`src/rtl/assert_macros.svh`:
```
// Assertion macros shared by the list engine RTL.
`ifndef ASSERT_MACROS_SVH
`define ASSERT_MACROS_SVH
`ifndef ASSERT_OFF
`define IALE_ASSERT_SAME(lbl, ante, cons) \
	lbl: assert property (@(posedge clk) disable iff (!arst_n) (ante) |-> (cons)) \
		else $error("list engine assertion failed");
`define IALE_ASSERT_NEXT(lbl, ante, cons) \
	lbl: assert property (@(posedge clk) disable iff (!arst_n) (ante) |=> (cons)) \
		else $error("list engine assertion failed");
`else
`define IALE_ASSERT_SAME(lbl, ante, cons)
`define IALE_ASSERT_NEXT(lbl, ante, cons)
`endif
`endif

```
`src/rtl/iale_pkg.sv`:
```
// Types and constants of the indexed array list engine.
package iale_pkg;
	localparam int unsigned DATA_W  = 32;
	localparam int unsigned POS_W   = 5;
	localparam int unsigned CNT_W   = 5;
	localparam int unsigned FND_W   = 4;
	localparam int unsigned ACT_W   = 2;
	localparam int unsigned STAT_W  = 2;
	localparam int unsigned APB_AW  = 3;
	localparam int unsigned APB_DW  = 32;

	localparam logic [ACT_W-1:0] ACT_APPEND = 2'd0;
	localparam logic [ACT_W-1:0] ACT_INSERT = 2'd1;
	localparam logic [ACT_W-1:0] ACT_DELETE = 2'd2;
	localparam logic [ACT_W-1:0] ACT_SEARCH = 2'd3;

	localparam logic [STAT_W-1:0] ST_OK    = 2'd0;
	localparam logic [STAT_W-1:0] ST_OVF   = 2'd1;
	localparam logic [STAT_W-1:0] ST_INV   = 2'd2;
	localparam logic [STAT_W-1:0] ST_MISS  = 2'd3;

	localparam logic [CNT_W-1:0] CAP_RESET = 5'd16;

	// Command broadcast to every cell of the row.
	typedef struct packed {
		logic              ins;
		logic              del;
		logic              cmp;
		logic [POS_W-1:0]  pos;
		logic [CNT_W-1:0]  len;
		logic [DATA_W-1:0] value;
	} cmd_t;
endpackage

```
`src/rtl/iale_req_if.sv`:
```
// Request channel of the list engine: one action per beat.
interface iale_req_if;
	logic                             valid;
	logic                             ready;
	logic [iale_pkg::ACT_W-1:0]       action;
	logic signed [iale_pkg::DATA_W-1:0] value;
	logic [iale_pkg::POS_W-1:0]       position;

	modport source (output valid, action, value, position, input ready);
	modport sink (input valid, action, value, position, output ready);
endinterface

```
`src/rtl/iale_rsp_if.sv`:
```
// Response channel of the list engine: one result per beat.
interface iale_rsp_if;
	logic                        valid;
	logic                        ready;
	logic [iale_pkg::STAT_W-1:0] status;
	logic [iale_pkg::FND_W-1:0]  found_position;
	logic [iale_pkg::CNT_W-1:0]  entry_count;

	modport source (output valid, status, found_position, entry_count, input ready);
	modport sink (input valid, status, found_position, entry_count, output ready);
endinterface

```
`src/rtl/iale_cell.sv`:
```
// One list slot: holds an entry, shifts with its neighbors and compares on search.
module iale_cell #(
	parameter int unsigned IDX = 0
) (
	input  logic                          clk,
	input  iale_pkg::cmd_t                cmd,
	input  logic [iale_pkg::DATA_W-1:0]   left,
	input  logic [iale_pkg::DATA_W-1:0]   right,
	output logic [iale_pkg::DATA_W-1:0]   data,
	output logic                          match
);
	logic [iale_pkg::DATA_W-1:0] data_q;
	logic                        match_q;
	logic [31:0]                 pos_w;
	logic [31:0]                 len_w;
	logic                        take_val;
	logic                        take_left;
	logic                        take_right;

	assign pos_w = 32'(cmd.pos);
	assign len_w = 32'(cmd.len);

	// Insert opens a hole at pos; cells above it up to the old length move up.
	assign take_val   = cmd.ins && (IDX == pos_w);
	assign take_left  = cmd.ins && (IDX > pos_w) && (IDX <= len_w);
	// Delete closes the gap: cells from pos below the last entry pull from above.
	assign take_right = cmd.del && (IDX >= pos_w) && (IDX + 1 < len_w);

	always_ff @(posedge clk) begin
		if (take_val) begin
			data_q <= cmd.value;
		end else if (take_left) begin
			data_q <= left;
		end else if (take_right) begin
			data_q <= right;
		end
		if (cmd.cmp) begin
			match_q <= (data_q == cmd.value) && (IDX < len_w);
		end
	end

	assign data  = data_q;
	assign match = match_q;
endmodule

```
`src/rtl/indexed_array_list_engine.sv`:
```
// Indexed array list engine: a packed list of signed 32-bit entries kept in a row of
// DEPTH cells that shift together. Append, insert and delete update the cells and the
// registered response together; a new action is taken when no unaccepted response is
// held. A search has every cell compare its entry against the key, then picks the
// lowest matching slot while ready is held low. Each action gives one response beat with
// status, found position and the entry count after the action. The capacity register
// sits at APB address 0 (reset 16); the list counts as full at min(capacity, DEPTH).
// Entries hold no reset value and need no clearing; only slots below the count are read.
`include "assert_macros.svh"
module indexed_array_list_engine #(
	parameter int unsigned DEPTH = 16
) (
	input  logic                          clk,
	input  logic                          arst_n,
	iale_req_if.sink                      req,
	iale_rsp_if.source                    rsp,
	input  logic                          psel,
	input  logic                          penable,
	input  logic                          pwrite,
	input  logic [iale_pkg::APB_AW-1:0]   paddr,
	input  logic [iale_pkg::APB_DW-1:0]   pwdata,
	output logic [iale_pkg::APB_DW-1:0]   prdata,
	output logic                          pready
);
	localparam logic ST_IDLE = 1'b0;
	localparam logic ST_SRCH = 1'b1;

	logic                          state_q;
	logic [iale_pkg::CNT_W-1:0]    len_q;
	logic [iale_pkg::CNT_W-1:0]    cap_q;
	logic                          out_valid_q;
	logic [iale_pkg::STAT_W-1:0]   status_q;
	logic [iale_pkg::FND_W-1:0]    found_q;
	logic [iale_pkg::CNT_W-1:0]    count_q;

	iale_pkg::cmd_t                cmd;
	logic [iale_pkg::DATA_W-1:0]   cell_data [DEPTH];
	logic [DEPTH-1:0]              cell_match;

	logic                          acc;
	logic                          full;
	logic                          load;
	logic [iale_pkg::STAT_W-1:0]   status_d;
	logic [iale_pkg::FND_W-1:0]    found_d;
	logic [iale_pkg::CNT_W-1:0]    len_d;
	logic [iale_pkg::FND_W-1:0]    hit_pos;

	assign req.ready = (state_q == ST_IDLE) && (!out_valid_q || rsp.ready);
	assign acc       = req.valid && req.ready;
	assign full      = (32'(len_q) >= 32'(cap_q)) || (32'(len_q) >= DEPTH);

	// Decode the action; an append is an insert at the current end.
	always_comb begin
		cmd.ins   = 1'b0;
		cmd.del   = 1'b0;
		cmd.cmp   = 1'b0;
		cmd.pos   = req.position;
		cmd.len   = len_q;
		cmd.value = req.value;
		status_d  = iale_pkg::ST_OK;
		len_d     = len_q;
		unique case (req.action)
			iale_pkg::ACT_APPEND: begin
				cmd.pos = len_q;
				if (full) begin
					status_d = iale_pkg::ST_OVF;
				end else begin
					cmd.ins = acc;
					len_d   = len_q + 5'd1;
				end
			end
			iale_pkg::ACT_INSERT: begin
				if (req.position > len_q) begin
					status_d = iale_pkg::ST_INV;
				end else if (full) begin
					status_d = iale_pkg::ST_OVF;
				end else begin
					cmd.ins = acc;
					len_d   = len_q + 5'd1;
				end
			end
			iale_pkg::ACT_DELETE: begin
				if (req.position >= len_q) begin
					status_d = iale_pkg::ST_INV;
				end else begin
					cmd.del = acc;
					len_d   = len_q - 5'd1;
				end
			end
			default: begin
				cmd.cmp = acc;
			end
		endcase
	end

	for (genvar i = 0; i < DEPTH; i++) begin : g_cell
		logic [iale_pkg::DATA_W-1:0] left;
		logic [iale_pkg::DATA_W-1:0] right;
		if (i == 0) begin : g_first
			assign left = cell_data[i];
		end else begin : g_mid_l
			assign left = cell_data[i-1];
		end
		if (i == DEPTH - 1) begin : g_last
			assign right = cell_data[i];
		end else begin : g_mid_r
			assign right = cell_data[i+1];
		end
		iale_cell #(.IDX(i)) u_cell (
			.clk   (clk),
			.cmd   (cmd),
			.left  (left),
			.right (right),
			.data  (cell_data[i]),
			.match (cell_match[i])
		);
	end

	// Lowest matching slot; positions wrap to the width of the found field.
	always_comb begin
		hit_pos = '0;
		for (int i = DEPTH - 1; i >= 0; i--) begin
			if (cell_match[i]) begin
				hit_pos = iale_pkg::FND_W'(i);
			end
		end
	end

	assign load = (state_q == ST_SRCH) || (acc && (req.action != iale_pkg::ACT_SEARCH));
	always_comb begin
		found_d = '0;
		if (state_q == ST_SRCH) begin
			found_d = (|cell_match) ? hit_pos : '0;
		end
	end

	always_ff @(posedge clk or negedge arst_n) begin
		if (!arst_n) begin
			state_q     <= ST_IDLE;
			len_q       <= '0;
			cap_q       <= iale_pkg::CAP_RESET;
			out_valid_q <= 1'b0;
		end else begin
			unique case (state_q)
				ST_IDLE: begin
					if (acc) begin
						if (req.action == iale_pkg::ACT_SEARCH) begin
							state_q <= ST_SRCH;
						end else begin
							len_q <= len_d;
						end
					end
				end
				ST_SRCH: begin
					state_q <= ST_IDLE;
				end
				default: begin
					state_q <= ST_IDLE;
				end
			endcase
			if (load) begin
				out_valid_q <= 1'b1;
			end else if (rsp.ready) begin
				out_valid_q <= 1'b0;
			end
			if (psel && penable && pwrite && !paddr[2]) begin
				cap_q <= pwdata[iale_pkg::CNT_W-1:0];
			end
		end
	end

	always_ff @(posedge clk) begin
		if (load) begin
			if (state_q == ST_SRCH) begin
				status_q <= (|cell_match) ? iale_pkg::ST_OK : iale_pkg::ST_MISS;
			end else begin
				status_q <= status_d;
			end
			found_q <= found_d;
			count_q <= (state_q == ST_SRCH) ? len_q : len_d;
		end
	end

	assign rsp.valid          = out_valid_q;
	assign rsp.status         = status_q;
	assign rsp.found_position = found_q;
	assign rsp.entry_count    = count_q;

	assign pready = 1'b1;
	assign prdata = paddr[2] ? '0 : iale_pkg::APB_DW'(cap_q);

	`IALE_ASSERT_NEXT(a_result_follows, acc && (req.action != iale_pkg::ACT_SEARCH), rsp.valid)
	`IALE_ASSERT_NEXT(a_search_blocks, acc && (req.action == iale_pkg::ACT_SEARCH), !req.ready && !rsp.valid)
	`IALE_ASSERT_NEXT(a_len_holds, !acc, $stable(len_q))
	`IALE_ASSERT_SAME(a_len_bounded, state_q == ST_SRCH, 32'(len_q) <= DEPTH)
endmodule
```
`src/flat_wrapper.sv`:
```
// flat-port wrapper written by rule: the top's interface ports become plain ports
module indexed_array_list_engine_flat 
#(
	parameter int unsigned DEPTH = 16
)
  (clk, arst_n, psel, penable, pwrite, paddr, pwdata, prdata, pready, req_valid, req_action, req_value, req_position, req_ready, rsp_valid, rsp_status, rsp_found_position, rsp_entry_count, rsp_ready);
  iale_req_if req_i ();
  iale_rsp_if rsp_i ();
  input  logic clk;
  input  logic arst_n;
  input  logic psel;
  input  logic penable;
  input  logic pwrite;
  input  logic [iale_pkg::APB_AW-1:0] paddr;
  input  logic [iale_pkg::APB_DW-1:0] pwdata;
  output logic [iale_pkg::APB_DW-1:0] prdata;
  output logic pready;
  input wire logic [$bits(req_i.valid)-1:0] req_valid;
  input wire logic [$bits(req_i.action)-1:0] req_action;
  input wire logic [$bits(req_i.value)-1:0] req_value;
  input wire logic [$bits(req_i.position)-1:0] req_position;
  output wire logic [$bits(req_i.ready)-1:0] req_ready;
  output wire logic [$bits(rsp_i.valid)-1:0] rsp_valid;
  output wire logic [$bits(rsp_i.status)-1:0] rsp_status;
  output wire logic [$bits(rsp_i.found_position)-1:0] rsp_found_position;
  output wire logic [$bits(rsp_i.entry_count)-1:0] rsp_entry_count;
  input wire logic [$bits(rsp_i.ready)-1:0] rsp_ready;
  assign req_i.valid = req_valid;
  assign req_i.action = req_action;
  assign req_i.value = req_value;
  assign req_i.position = req_position;
  assign req_ready = req_i.ready;
  assign rsp_valid = rsp_i.valid;
  assign rsp_status = rsp_i.status;
  assign rsp_found_position = rsp_i.found_position;
  assign rsp_entry_count = rsp_i.entry_count;
  assign rsp_i.ready = rsp_ready;
  indexed_array_list_engine #(.DEPTH(DEPTH)) u_core (.clk(clk), .arst_n(arst_n), .req(req_i), .rsp(rsp_i), .psel(psel), .penable(penable), .pwrite(pwrite), .paddr(paddr), .pwdata(pwdata), .prdata(prdata), .pready(pready));
endmodule
```
`config.mk`:
```
export PLATFORM = sky130hd
export DESIGN_NAME = indexed_array_list_engine_flat
export DESIGN_NICKNAME = d
export VERILOG_FILES = /design/src/rtl/iale_pkg.sv /design/src/rtl/iale_req_if.sv /design/src/rtl/iale_rsp_if.sv /design/src/rtl/iale_cell.sv /design/src/rtl/indexed_array_list_engine.sv /design/src/flat_wrapper.sv
export VERILOG_INCLUDE_DIRS = /design/src /design/src/rtl
export SDC_FILE = /design/constraint.sdc
export NUM_CORES = 2
export LEC_CHECK = 0
export ABC_CLOCK_PERIOD_IN_PS = 7500
export BUFFER_PORTS_ARGS = -buffer_cell sky130_fd_sc_hd__buf_2
export CAP_MARGIN = 20
export CORE_AREA = 3 3 266 268
export CTS_CLUSTER_SIZE = 12
export DETAILED_ROUTE_END_ITERATION = 12
export DIE_AREA = 0 0 269 271
export GPL_TIMING_DRIVEN = 0
export HOLD_SLACK_MARGIN = 0.1
export PLACE_DENSITY = 0.76
export SYNTH_ARGS = -nofsm -noshare
export SYNTH_HDL_FRONTEND = slang
export SYNTH_SLANG_ARGS = --single-unit
```
`constraint.sdc`:
```
create_clock -name clk -period 7.5 [get_ports clk]
set_input_delay 0.375 -clock clk [delete_from_list [all_inputs] [get_ports clk]]
set_output_delay 0.375 -clock clk [all_outputs]
set_load 0.01 [all_outputs]
```
==> metrics <==
Max Cap Violations=0; Sw Share=30.6%; Yosys top cell area share=~47%; worst reg-to-reg setup slack=~1.2 ns; HP Class=input pin to flop; reg2reg start=u_core.len_q[4]; Synth area leaders=edfxtp_1 (47%), xor2_1 (8.9%), mux2i_1 (7.4%); hold path start=rsp_ready; Die Y-Extent=between 200 and 300 um; Final Max Tran Viols=0; Final min period=approximately 6.3 ns; worst slew pin tran=approximately 1.2 ns; die area=roughly 0.073 sq mm; R2R Path End=u_core.g_cell[7].u_cell.data[17]; Final Instance Area=0.0379 sq mm; initial antenna violation count=13; sequential area share after synthesis=between 40% and 50%; Worst EP arrival=between 6 and 7 ns; Setup Viol. Count Final=0; Routed Wire Length=143000 um; slowest stage delay, CP=0.77 ns; Core Util, Final=a little under three fifths; IO Pins=between 100 and 150; Comb pwr share=between 15 and 20%; layout cells sized above 1=under 10%; post-route ant nets=0; vias per inst=6.68; drc violations=0; Min-Delay Endpoint=u_core.rsp.valid; Resized cells post-CTS=0; R2R cell count=15; routed len/inst=about 32 um; GRT Util Overall=38.0%; vias=around 30000; Power Internal=5.36 mW; Post-synth EDFFs=between 500 and 600; Overflow after GRT=0; Worst Hold Path Cells=4; RSZ-0062 raised after global routing=no; fin cells=between 4000 and 5000; crit-path max FO=10; kind of critical path=flop to flop; Achievable Freq=158 MHz; Startpoint Class=flop; drt first pass iters=8; CP most frequent cell=buf_4; Worst Skew=roughly 0.034 ns; number of distinct library cells after synthesis=82; CTS tree=built; DPL Wire Length=112000 um; number of nets in the layout=3612; clock root cell=clkbuf_16; Placement Cell Area=about 0.036 sq mm; crit path buf inv count=8; Synth area leader=edfxtp_1; Syn Area/Cell=approximately 10 sq um; Iteration-0 DRC Markers=roughly 5500; ys async rst share=~2.2%; CTS Sinks=around 550; CORE AREA=about 0.069 sq mm; gate count of the mapped netlist=approximately 3400; Crit path max-delay family=buffers and inverters; worst-case clock buffer depth=3; Switch Pwr=approximately 2.4 mW; GP Congestion=between 1 and 1.5; Flop pwr share=between 40% and 50%; status=finished, final reports clean; Initial Util=49.8%; worst setup path startpoint=u_core.len_q[4]; period utilization=a little over four fifths; yosys warns=0; Clock Pin Slew Worst Setup and Hold Paths=approximately 0.060 ns; Rel. slew slack=20.5%; Post-synth top flop=edfxtp_1; Crit-path slowest cell=nor3_2; TNS Setup=0 ns; vias in the first global route=27800; placed insts=about 4400; most frequent cells in the layout=edfxtp_1 (539), nand2_1 (389), xor2_1 (349), nor2_1 (256), mux2i_1 (254); largest net degree at the start of global routing=33; synth-to-layout area growth=11.0%; Netlist Area Pre-Place=roughly 0.034 sq mm; sequential standard cell area=between 0.015 and 0.02 sq mm; Die W=around 270 um; CP endpoint kind=flop; final hold violations=0; port bufs=35; #FFs+latches synth=approximately 550; H-Tree Level Count=2; Pleak=~14 nW; # fillers=5999; first-pass GRT wire length=between 150000 and 200000 um; FP Rows=96; Multi-input gate area=0.0163 sq mm; Clock power frac=between 30% and 40%; worst vdd ir=0.220 mV; cts bufs inserted=59; crit path cell chain=buf_2 > clkinv_1 > ha_1 > nand4_1 > o21ai_0 > o21ai_2 > nor3_2 > buf_2 > nand4_1 > clkbuf_1 > buf_1 > o211ai_1 > buf_4 > buf_4 > buf_4; most common cell after layout, fill and taps aside=edfxtp_1; worst-skew pair later-pin latency=0.67 ns; CP Data Required Time=a little under 8 ns; Cell Pwr Density=204 mW/mm^2
==> worst register-to-register path, cell delays in order, from the launching register on <==
cell	delay (ns)
dfrtp_1	0.47
buf_2	0.34
clkinv_1	0.32
ha_1	0.40
nand4_1	0.15
o21ai_0	0.56
o21ai_2	0.30
nor3_2	0.77
buf_2	0.46
nand4_1	0.33
clkbuf_1	0.37
buf_1	0.33
o211ai_1	0.46
buf_4	0.34
buf_4	0.24
buf_4	0.21
==> sequential cells by signal, summed over array words and instances (netlist names) <==
signal                      cells
u_core.g_cell.u_cell.data     512
u_core.g_cell.u_cell.match     16
u_core.cap_q                    5
u_core.len_q                    5
u_core.rsp.entry_count          5
u_core.rsp.found_position       4
u_core.rsp.status               2
u_core.rsp.valid                1
u_core.state_q                  1
==> synthesized netlist by cell type, types with 16 or more instances <==
cell,count
mux2_2,65
edfxtp_1,539
buf_4,33
nand4_1,58
a31oi_1,68
a21oi_1,189
nand3_1,31
buf_1,42
a22oi_1,50
o22ai_1,67
mux2i_1,254
nor4_1,110
nand2_1,389
o21ai_0,216
a21o_1,20
nor3_1,17
xor2_1,349
inv_1,19
xnor2_1,167
a22o_1,16
buf_2,37
clkbuf_1,217
nor2_1,256
==> metal layers <==
metal  track usage, %  vias to the layer above  share of wire (%)
met3             15.6                      517                 16
met1             49.0                    14400                 36
met4             19.3                       12                6.6
met5           0.0676                        -              0.057
met2             54.6                     2722                 42
li1                 -                    12400                  -
==> worst max path at each step <==
stage / slack (ns) / end / cells past startpoint
2_1_floorplan: 1.0 / u_core.g_cell[6].u_cell.data[0] / 9
3_3_place_gp: -2.49 / u_core.g_cell[3].u_cell.data[14] / 9
3_5_place_dp: 1.51 / u_core.g_cell[7].u_cell.data[17] / 15
4_1_cts: 1.51 / u_core.g_cell[7].u_cell.data[17] / 15
5_1_grt: 1.14 / u_core.g_cell[7].u_cell.data[17] / 15
6_report: 1.16 / u_core.g_cell[7].u_cell.data[17] / 15
==> stage by stage <==
step | worst slack (ns) | hold slack [ns] | power [mW]
after global routing | 1.14 | 0.194 | 7.83
after CTS | 1.51 | 0.112 | 7.60
final | 1.16 | 0.101 | 7.73
after floorplan | 0.997 | 0.0794 | 4.32
after detailed placement | 1.51 | 0.278 | 4.81
after global placement | -2.49 | 0.268 | 4.79
==> what timing repair did <==
| item | 4_1_cts | 5_1_grt |
|---|---|---|
| setup buffers | 0 | 0 |
| hold buffers | 6 | 0 |
| hold endpoints to repair | 17 | 0 |
==> logic make-up after synthesis <==
logic type / after synthesis / share of synthesized area (%)
AND/OR/NAND/NOR: 913 / 12.0
multiplexers: 324 / 9.78
buffers and inverters: 352 / 4.43
AO/OA/AOI/OAI: 681 / 11.7
flip-flops: 551 / 48.3
adder cells (fa/ha/maj): 15 / 0.549
XOR/XNOR: 516 / 13.2
other: 2 / 0.0220
==> power by group through the flow <==
| stage | clock (mW) | combinational, mW | sequential, mW |
|---|---|---|---|
| floorplan | 0 | 0.740 | 3.58 |
| global placement | 0 | 1.18 | 3.61 |
| detailed placement | 0 | 1.21 | 3.60 |
| CTS | 2.85 | 1.22 | 3.53 |
| global route | 2.96 | 1.34 | 3.54 |
| finish | 2.89 | 1.30 | 3.54 |
==> layout make-up <==
class                           count  area share (%)
Sequential cell                   551            43.5
Multi-Input combinational cell   2477            43.1
Clock buffer                       80            4.19
Buffer                            332            3.80
Tap cell                          931            3.07
Timing Repair Buffer               75            1.54
Clock inverter                     30           0.515
Inverter                           20           0.198
Antenna cell                        9          0.0594
No activity file was read; power rests on OpenSTA's default activity.
